`src/rtl/dcpt_pkg.sv`:
```
// shared types and constants for the delta correlating prefetcher
`timescale 1ns / 1ps
package dcpt_pkg;
  localparam int TableEntries = 16;
  localparam int DeltaSlots = 16;
  localparam int MaxResults = 16;
  localparam int SlotW = $clog2(TableEntries);
  localparam int RingW = $clog2(DeltaSlots);
  localparam int ResW = $clog2(MaxResults);
  localparam int DeltaW = 11;
  localparam int DeltaModW = 10;
  localparam int DeltaMod = 1 << DeltaModW;
  localparam int RankW = SlotW;

  typedef logic signed [DeltaW-1:0] delta_t;

  typedef enum logic [10:0] {
    ST_IDLE   = 11'b00000000001,
    ST_SEARCH = 11'b00000000010,
    ST_FETCH  = 11'b00000000100,
    ST_ALLOC  = 11'b00000001000,
    ST_CLEAR  = 11'b00000010000,
    ST_PUSH   = 11'b00000100000,
    ST_MATCH  = 11'b00001000000,
    ST_SCAN   = 11'b00010000000,
    ST_EMIT   = 11'b00100000000,
    ST_NONE   = 11'b01000000000,
    ST_WAIT   = 11'b10000000000
  } state_t;

  // controller to datapath
  typedef struct packed {
    logic load;        // capture request
    logic search_step; // compare one table slot
    logic alloc;       // take over lru slot
    logic clear_step;  // clear one ring entry
    logic push;        // store delta, promote slot
    logic fetch_step;  // copy one ring entry out of the ring memory
    logic match_step;  // compare one ring pair
    logic scan_step;   // walk one candidate for suppression
    logic emit_step;   // advance to next candidate
    logic none;        // load a no-candidate result
    logic out_load;    // load candidate result
    logic finish;      // write last prefetch
  } cmd_t;

  // datapath to controller
  typedef struct packed {
    logic search_done;
    logic hit;
    logic clear_done;
    logic zero_delta;
    logic fetch_done;
    logic match_done;
    logic found;
    logic scan_done;
    logic emit_done;
    logic emit_empty;
  } stat_t;
endpackage

```
`src/rtl/dcpt_ctrl.sv`:
```
// controller state machine for the delta correlating prefetcher
`timescale 1ns / 1ps
module dcpt_ctrl (
  input  logic clk,
  input  logic rst,
  input  logic in_valid,
  output logic in_ready,
  output logic out_valid,
  input  logic out_ready,
  input  dcpt_pkg::stat_t st,
  output dcpt_pkg::cmd_t cmd
);
  import dcpt_pkg::*;

  state_t state, state_next;
  logic out_valid_next;

  always_comb begin
    state_next = state;
    cmd = '0;
    out_valid_next = out_valid;
    if (out_valid && out_ready) out_valid_next = 1'b0;
    in_ready = (state == ST_IDLE);
    unique case (state)
      ST_IDLE: begin
        if (in_valid) begin
          cmd.load = 1'b1;
          state_next = ST_SEARCH;
        end
      end
      ST_SEARCH: begin
        cmd.search_step = 1'b1;
        if (st.hit) state_next = ST_PUSH;
        else if (st.search_done) state_next = ST_ALLOC;
      end
      ST_FETCH: begin
        cmd.fetch_step = 1'b1;
        if (st.fetch_done) state_next = ST_MATCH;
      end
      ST_ALLOC: begin
        cmd.alloc = 1'b1;
        state_next = ST_CLEAR;
      end
      ST_CLEAR: begin
        cmd.clear_step = 1'b1;
        if (st.clear_done) state_next = ST_NONE;
      end
      ST_PUSH: begin
        cmd.push = 1'b1;
        state_next = st.zero_delta ? ST_NONE : ST_FETCH;
      end
      ST_MATCH: begin
        cmd.match_step = 1'b1;
        if (st.found) state_next = ST_SCAN;
        else if (st.match_done) state_next = ST_NONE;
      end
      ST_SCAN: begin
        cmd.scan_step = 1'b1;
        if (st.scan_done) state_next = st.emit_empty ? ST_NONE : ST_EMIT;
      end
      ST_EMIT: begin
        if (!out_valid_next) begin
          cmd.out_load = 1'b1;
          out_valid_next = 1'b1;
          if (st.emit_done) begin
            cmd.finish = 1'b1;
            state_next = ST_WAIT;
          end else begin
            cmd.emit_step = 1'b1;
          end
        end
      end
      ST_NONE: begin
        if (!out_valid_next) begin
          cmd.none = 1'b1;
          out_valid_next = 1'b1;
          state_next = ST_WAIT;
        end
      end
      ST_WAIT: begin
        if (!out_valid_next) state_next = ST_IDLE;
      end
      default: state_next = ST_IDLE;
    endcase
  end

  always_ff @(posedge clk) begin
    if (rst) begin
      state <= ST_IDLE;
      out_valid <= 1'b0;
    end else begin
      state <= state_next;
      out_valid <= out_valid_next;
    end
  end

`ifndef SYNTHESIS
  a_onehot: assert property (@(posedge clk) disable iff (rst) $onehot(state))
    else $error("state not one-hot");
  a_accept_idle: assert property (@(posedge clk) disable iff (rst)
    in_valid && in_ready |-> !out_valid)
    else $error("request taken while result pending");
  a_emit_hold: assert property (@(posedge clk) disable iff (rst)
    out_valid && !out_ready |=> out_valid)
    else $error("result dropped");
`endif
endmodule

```
`config.mk`:
```
export PLATFORM = sky130hd
export DESIGN_NAME = dcpt_ctrl
export DESIGN_NICKNAME = d
export VERILOG_FILES = /design/src/rtl/dcpt_pkg.sv /design/src/rtl/dcpt_ctrl.sv
export SDC_FILE = /design/constraint.sdc
export NUM_CORES = 1
export LEC_CHECK = 0
export ABC_AREA = 1
export BUFFER_PORTS_ARGS = -buffer_cell sky130_fd_sc_hd__buf_4
export CAP_MARGIN = 20
export CORE_ASPECT_RATIO = 0.7
export CORE_UTILIZATION = 30
export CTS_BUF_LIST = sky130_fd_sc_hd__clkbuf_4
export DETAILED_ROUTE_END_ITERATION = 12
export GPL_ROUTABILITY_DRIVEN = 0
export GPL_TIMING_DRIVEN = 0
export PLACE_DENSITY = 0.52
export SLEW_MARGIN = 20
export SYNTH_ARGS = -nofsm -noshare
export SYNTH_HDL_FRONTEND = slang
export SYNTH_SLANG_ARGS = --single-unit
```
`constraint.sdc`:
```
create_clock -name clk -period 4.4 [get_ports clk]
set_input_delay 0.66 -clock clk [delete_from_list [all_inputs] [get_ports clk]]
set_output_delay 0.66 -clock clk [all_outputs]
set_load 0.01 [all_outputs]
```
==> results.md, run 1 <==
- Between clock sinks in the finished design, the worst skew comes to 0.008875 ns.
- Detailed placement finished with a half-perimeter wire length of 2101 um.
- The count of antenna-violating nets left after detailed routing is 0.
- The later-pin clock latency in the skew report is 0.28 ns.
- The signal on the critical path passes through nor2_2, nand2_4, nor2_4, inv_2, nor3_2, buf_4.
- The type of the worst setup path is flop to output pin.
- The maximum fanout encountered on the critical timing path is 9.
- The finished layout holds 235 standard cells, fillers aside.
- The total grt overflow is 0.
- The clock tree from TritonCTS is yes.
- After detailed routing, the average wire length per cell comes to 10.91 um.
- The average cell area after synthesis is 6.121 um2.
- The number of design-rule violations left by the first detailed-router iteration is 25.
- For this run, the slowest stage of the critical path takes 0.36 ns.
- STA classifies the critical path endpoint as an output pin.
- The number of buffers created by CTS is 3.
- The power density normalized to cell area is 682.8 nW/um2.
- The number of clock sinks is 12.
- The data arrival time of the critical path is 1.47 ns.
- Post-CTS timing repair inserted 0 buffers for setup.
- The count of max-cap constraint violations is 0.
- The number of filler cells placed in the layout is 351.
- From bottom edge to top edge, the die measures 50.84 um.
- The number of global-route vias before repair is 900.
- Static timing analysis puts the maximum clock frequency at 468.8 MHz.
- Yosys printed 0 warnings.
- After detailed routing, the number of vias per cell comes to 4.413.
- The met3 routed wirelength is 131 um.
- For this block, the via count after detailed routing is 1,037.
- The kind of cell with the highest combined delay on the critical path is simple AND/OR/NAND/NOR gates.
- The data required time at the worst endpoint is 3.74 ns.
- For this configuration, the core starts out at a cell density of 32.04%.
- The number of antenna violations at the first check in global routing is 0.
- Cells with a size suffix above 1 make up 31.47% of the layout.
- The core region is 3191 um2.
- The total nets after synthesis is 181.
- The global-route wire length before repair is 4140 um.
- Hold repair after CTS inserted 0 buffers.
- The area share of the largest cell type after synthesis is 23.50%.
- The number of antenna diodes is 0.
- For the pin with the worst max-slew slack, the measured transition is 0.3657 ns.
- The synthesized cell area is 1022 um2.
- The die covers 3649 um2.
- The number of hold violations in the final report is 0.
- After detailed routing, the number of remaining DRC violations is 0.
- The synthesized netlist cell count is 167.
- Among all stages on the critical path, the largest delay is contributed by sky130_fd_sc_hd__dfxtp_1.
- In the global route stage, overall resource usage came out at 15.60%.
- The final total negative setup slack is 0 ns.
- The number of pins with negative max-slew slack in the final report came to 0.
- The root buffer cell chosen for the clock tree is sky130_fd_sc_hd__clkbuf_4.
- After clock tree synthesis, the clock-pin slew on the worst setup and hold paths is 0.08 ns.
- Setup repair after global routing left no endpoint under its margin.
- The run finished with clean final reports.
- The I/O pin total is 28.
- The horizontal extent of the die is 71.77 um.
- The portion of the post-synthesis area used by sequential elements is 23.50%.
- The iteration count of the initial detailed-routing pass is 4.
- The sum of routed wire segments on met1 is 1371 um.
- Counting tap cells, the placed design contains a total of 232 instances.
- After floorplanning, the core was divided into 17 placement rows.
- The aggregate routed wire length is 2563 um.
- Subtracting the final worst setup slack from the clock period gives 2.133 ns.
- The longest clock path from root to sink contains 2 buffers.
- The worst setup path is launched from a flop.
- The net count of the finished layout is 213.
- The layout overhead on the synthesized area is 26.68%.
- IR analysis of the VDD net gives a maximum drop of 0.2328 mV.
- CTS built an H-tree with a depth of 1.
- The unique cell type count in the Yosys netlist is 24.
- The buffering stage count on the worst path with inverters included is 2.
- During placement, the flow inserted port buffers numbering 27.
- The class of the worst hold path is flop to flop.
- In this run, synthesis produced a sequential element count of 12.
- The portion of the clock cycle consumed by the worst path in the final layout is 48.48%.
- Entering global routing, the biggest net connects 11 pins.
- The largest total area in the synthesized netlist belongs to sky130_fd_sc_hd__dfxtp_1.
- The leakage dissipation is 0.7528 nW.
- The highest metal layer with signal wires is met4.
- Setup violations remaining at the end of the flow were counted as 0.
- Ranked by total cell area, the synthesized netlist is headed by sky130_fd_sc_hd__dfxtp_1 24%, sky130_fd_sc_hd__nand2_1 14%, sky130_fd_sc_hd__inv_1 12%, sky130_fd_sc_hd__nor2_1 9.2%, sky130_fd_sc_hd__nand3_1 6.4%.
- The routed length on met2 is 1044 um.
- Measured against its own limit, the worst slew margin works out to 75.53%.
- In this run, post-CTS repair resized a total of 0 instances.
-- final timing paths --
kind | from | to | slack (ns) | cells after the start
worst max-delay path | state[8] | cmd[7] | 2.27 | 6
worst min-delay path | state[2] | state[2] | 0.53 | 2
worst max register to register | state[8] | state[1] | 2.77 | 10
worst min register to register | state[2] | state[2] | 0.53 | 2
-- cells in the final DEF, fill, tap and decap left out --
cell and count:
sky130_fd_sc_hd__nor2_1 25, sky130_fd_sc_hd__a21oi_2 1, sky130_fd_sc_hd__nor3_1 5, sky130_fd_sc_hd__nor2_2 8
sky130_fd_sc_hd__clkinv_1 1, sky130_fd_sc_hd__nor3_2 1, sky130_fd_sc_hd__nand3b_2 1, sky130_fd_sc_hd__nand2_4 3
sky130_fd_sc_hd__and2_2 1, sky130_fd_sc_hd__a21oi_1 1, sky130_fd_sc_hd__inv_1 32, sky130_fd_sc_hd__o21ai_0 2
sky130_fd_sc_hd__nor2_4 5, sky130_fd_sc_hd__o21ai_2 1, sky130_fd_sc_hd__clkbuf_4 3, sky130_fd_sc_hd__nand2_2 3
sky130_fd_sc_hd__nand3_2 4, sky130_fd_sc_hd__nand3_1 13, sky130_fd_sc_hd__nor4_1 1, sky130_fd_sc_hd__dfxtp_1 12
sky130_fd_sc_hd__nand3b_1 2, sky130_fd_sc_hd__nand4_1 3, sky130_fd_sc_hd__buf_4 27, sky130_fd_sc_hd__nor2_8 1
sky130_fd_sc_hd__inv_2 3, sky130_fd_sc_hd__nand2_1 38
-- cell families after synthesis --
group | after synthesis | synth area share [%]
and+or+nand+nor | 114 | 60.10
buffers and inverters | 36 | 13.22
AOI/OAI and AO/OA | 5 | 3.182
DFF | 12 | 23.50
-- cell usage after synthesis, drive strengths merged --
cell,n
nand2,44
nor2,39
inv,35
nand3,17
dfxtp,12
nor3,6
nand3b,3
nand4,3
o21ai,3
a21oi,2
and2,1
clkinv,1
nor4,1
-- state kept, by name, indices dropped and copies added, names as in the netlist --
register	flops
out_valid	1
state	11
-- per-layer routing --
metal | up-vias | GRT usage, %
li1 | 569 | -
met1 | 442 | 22.30
met2 | 24 | 22.33
met3 | 2 | 4.931
met4 | 0 | 4.248
met5 | - | 0
-- worst reg2reg max path, delay by kind of cell (launching register included) --
| kind | cells | cell delay [ns] |
|---|---|---|
| simple gates | 10 | 1.16 |
| flops | 1 | 0.36 |
-- power breakdown --
part	total, mW	switching (mW)	leakage (nW)	internal, mW
sequential	0.184	0.0375	0.0979	0.146
combinational	0.631	0.399	0.641	0.232
clock	0.0697	0.0379	0.0138	0.0317
total	0.884	0.474	0.753	0.410
-- area by class of cell --
cell class                 instances  area (um2)  area share (%)
clock buffer                       3       22.52           1.739
multi-input combinational        119       646.9           49.95
tap                               38       47.55           3.672
inverter                          36       135.1           10.43
timing repair buffer              27       202.7           15.65
sequential                        12       240.2           18.55
-- metrics by stage --
stage | total power, mW | utilization [%] | setup slack [ns] | hold slack (ns) | cell area [um2]
after floorplan | 0.6705 | - | 2.698 | 0.5008 | 1022
after global placement | 0.8130 | 39.88 | 2.438 | 0.5223 | 1272
after detailed placement | 0.8169 | 39.88 | 2.418 | 0.5203 | 1272
after CTS | 0.8887 | 40.59 | 2.254 | 0.5300 | 1295
after global routing | 0.9686 | 40.59 | 2.141 | 0.5336 | 1295
final | 0.8842 | 40.59 | 2.267 | 0.5305 | 1295
(Power assumes the default switching activity.)
==> run 2: changes to the inputs <==
--- a/config.mk
+++ b/config.mk
@@ -14,7 +14,7 @@
 export DETAILED_ROUTE_END_ITERATION = 12
 export GPL_ROUTABILITY_DRIVEN = 0
 export GPL_TIMING_DRIVEN = 0
-export PLACE_DENSITY = 0.52
+export PLACE_DENSITY = 0.53
 export SLEW_MARGIN = 20
 export SYNTH_ARGS = -nofsm -noshare
 export SYNTH_HDL_FRONTEND = slang
==> constraint.sdc (replaced) <==
create_clock -name clk -period 1.8 [get_ports clk]
set_input_delay 0.27 -clock clk [delete_from_list [all_inputs] [get_ports clk]]
set_output_delay 0.27 -clock clk [all_outputs]
set_load 0.01 [all_outputs]
==> results.md, run 2 (synthesis gave the netlist of run 1 again) <==
- Traced cell by cell, the critical path runs through nor2_2, nand2_2, nor2_4, inv_2, nor3_4, buf_4.
- The number of pins with negative max-slew slack in the final report is 0.
- The count of H-tree levels built during CTS is 1.
- The tightest min-delay check is of the primary input to flop type.
- The remaining routing DRC violations is 0.
- The leakage dissipation is 0.7717 nW.
- The cell depth of the worst flop-to-flop path is 11.
- In this run the power density over the cells is 1678 nW/um2.
- The count of antenna-violating nets left after detailed routing is 0.
- The clock skew is 0.007372 ns.
- The final critical path time including I/O delays and setup is 1.720 ns.
- The worst vdd rail ir drop is 0.5233 mV.
- Clock-pin slew was measured on the worst setup and hold paths at 0.08 ns.
- The number of cells on the worst hold path is 2.
- Setup violations remaining at the end of the flow were counted as 0.
- The maximum fanout encountered on the critical timing path is 8.
- Leaving out fill and tap cells, the most frequent cells in the layout are 38 x sky130_fd_sc_hd__nand2_1, 32 x sky130_fd_sc_hd__inv_1, 30 x sky130_fd_sc_hd__buf_4, 24 x sky130_fd_sc_hd__nor2_1.
- After filler insertion, the fill cell instance count of the layout stands at 368.
- The flow ran to the end, and the final reports show no timing, DRC or antenna violations.
- The share of the core filled with cells is 41.88%.
- Internal power comes to 1.043 mW.
- Max-cap violations in this run came to 0.
- The overall die height is 50.84 um.
- The largest registers in the layout are state x11, out_valid x1.
- Together, buffers and inverters on the worst path number 2.
- Measured against its own limit, the worst slew margin works out to 76.96%.
- The routed layout has 1,056 vias.
- The delay of the slowest cell on the worst path is 0.34 ns.
- The number of antenna violations at the first check in global routing is 0.
- The switching share of total power is 53.48%.
- The first global-routing pass estimated 4202 um of wire.
- The horizontal extent of the die is 71.77 um.
- The die covers 3649 um2.
- Counting buffers and inverters, the worst setup path is 6 cells deep.
- From synthesis to final layout, the design area changed by 30.72%.
- Timing would allow up to 581.6 MHz.
- Among cell families on the critical path, the largest total delay comes from simple AND/OR/NAND/NOR gates.
- The type of the worst setup path is flop to output pin.
- The aggregate routed wire length is 2669 um.
- The most common cell after layout, fill and taps aside is sky130_fd_sc_hd__nand2_1.
- At the worst endpoint, the required time is 1.53 ns.
- The highest-delay cell along the critical path is sky130_fd_sc_hd__dfxtp_1.
- Dividing the final minimum period by the clock period gives 95.53%.
- The endpoint kind of the worst setup timing path is an output pin.
- Detailed placement finished with a half-perimeter wire length of 2200 um.
- The number of antenna diodes is 0.
- The longest clock path from root to sink contains 2 buffers.
- Global routing used 15.46% of the available tracks.
- Summing all non-filler instances in the final layout gives an area of 1336 um2.
- The first TritonRoute pass finished after 4 iterations.
- Summed over all nets, the switching power comes to 1.199 mW.
- Ranked by flip-flop count, first place goes to state.
- The total overflow left after global routing is 0.
- The number of design-rule violations left by the first detailed-router iteration is 36.
- The worst setup path is launched from a flop.
- The placeable core area is 3191 um2.
- The clock root buffer master is sky130_fd_sc_hd__clkbuf_4.
- For the pin with the worst max-slew slack, the measured transition is 0.3443 ns.
- The number of hold violations in the final report was 0.
- In the final layout, the share of cells above drive strength 1 is 34.00%.
- Clock tree synthesis inserted a total of 3 buffers.
- The clock net in this run drives a total of 12 sinks.
- Per report_power, the combinational group accounts for 72.5% of the total.
- Data on the critical path arrives at its endpoint at 1.45 ns.
- The number of cell rows is 17.
- The number of global-route vias before repair is 925.
- The quantity of I/O buffers inserted on ports is 27.
- The via density per instance is 4.437.
- For the worst-skew pair, the clock arrives at the later sink with an insertion delay of 0.27 ns.
- The number of nets in the finished design is 216.
- Across all hold checks on the routed design, the worst slack comes to 0.1710 ns.
- Entering global routing, the biggest net connects 11 pins.
- The share of total power dissipated in sequential elements is 20.2%.
- Summing all placed instances gives a cell area of 1272 um2.
- TritonCTS built the clock tree.
- The register with the most flip-flops in the layout has 11 of them.
- For this configuration, the core starts out at a cell density of 32.04%.
- In the final routed layout, each cell accounts on average for 11.21 um.
- The part of the total power dissipated in the clock network is 7.3%.
- In this run the count of I/O pins placed on the die edge is 28.
run 2: power by group through the flow:
stage / registers, mW / logic (mW) / clock network [mW]
finish: 0.453 / 1.62 / 0.164
global route: 0.468 / 1.80 / 0.188
floorplan: 0.439 / 1.20 / 0
global placement: 0.453 / 1.53 / 0
CTS: 0.452 / 1.56 / 0.174
detailed placement: 0.458 / 1.55 / 0
run 2: path summary, 6_finish.rpt:
kind / from / to / slack [ns]
setup reg to reg: state[7] / state[1] / 0.17
setup / recovery: state[2] / cmd[7] / 0.08
hold reg to reg: state[6] / state[6] / 0.54
hold / removal: rst / state[8] / 0.17
run 2: metal layers:
| layer | wire length (um) | track usage, % | vias up | share of wire [%] |
|---|---|---|---|---|
| met5 | 0 | 0 | - | 0 |
| met4 | 26 | 3.922 | 0 | 0.97 |
| met3 | 104 | 4.142 | 4 | 3.9 |
| met2 | 1125 | 23.74 | 23 | 42 |
| met1 | 1413 | 21.41 | 453 | 53 |
| li1 | - | - | 576 | - |
run 2: worst reg2reg max path: cells and delay by family, from the launching register on:
kind | cells | cell delay [ns]
AOI/OAI and AO/OA | 2 | 0.29
buffers and inverters | 1 | 0.13
DFF | 1 | 0.33
and+or+nand+nor | 8 | 0.76
run 2: final cells by class:
type                    instances  area, um2  share of cell area (%)
repair buffers                 30      225.2                   16.85
inverters                      36      135.1                   10.11
well taps                      38      47.55                   3.558
clock buffers                   3      22.52                   1.685
flip-flops and latches         12      240.2                   17.98
multi-input cells             119      665.6                   49.81
run 2: what timing repair did:
item | CTS | global route
buffers inserted | 0 | 3
endpoints found under the setup margin | 0 | 6
gates resized for setup | 0 | 4
hold buffers | 0 | 0
run 2: through the flow:
step	setup slack (ns)	TNS [ns]	power (mW)	instances
floorplan	0.4322	0	1.639	167
global placement	0.2272	0	1.983	232
detailed placement	0.1970	0	2.013	232
CTS	0.04038	0	2.187	235
global route	-0.003304	-0.003304	2.455	238
finish	0.08046	0	2.242	238
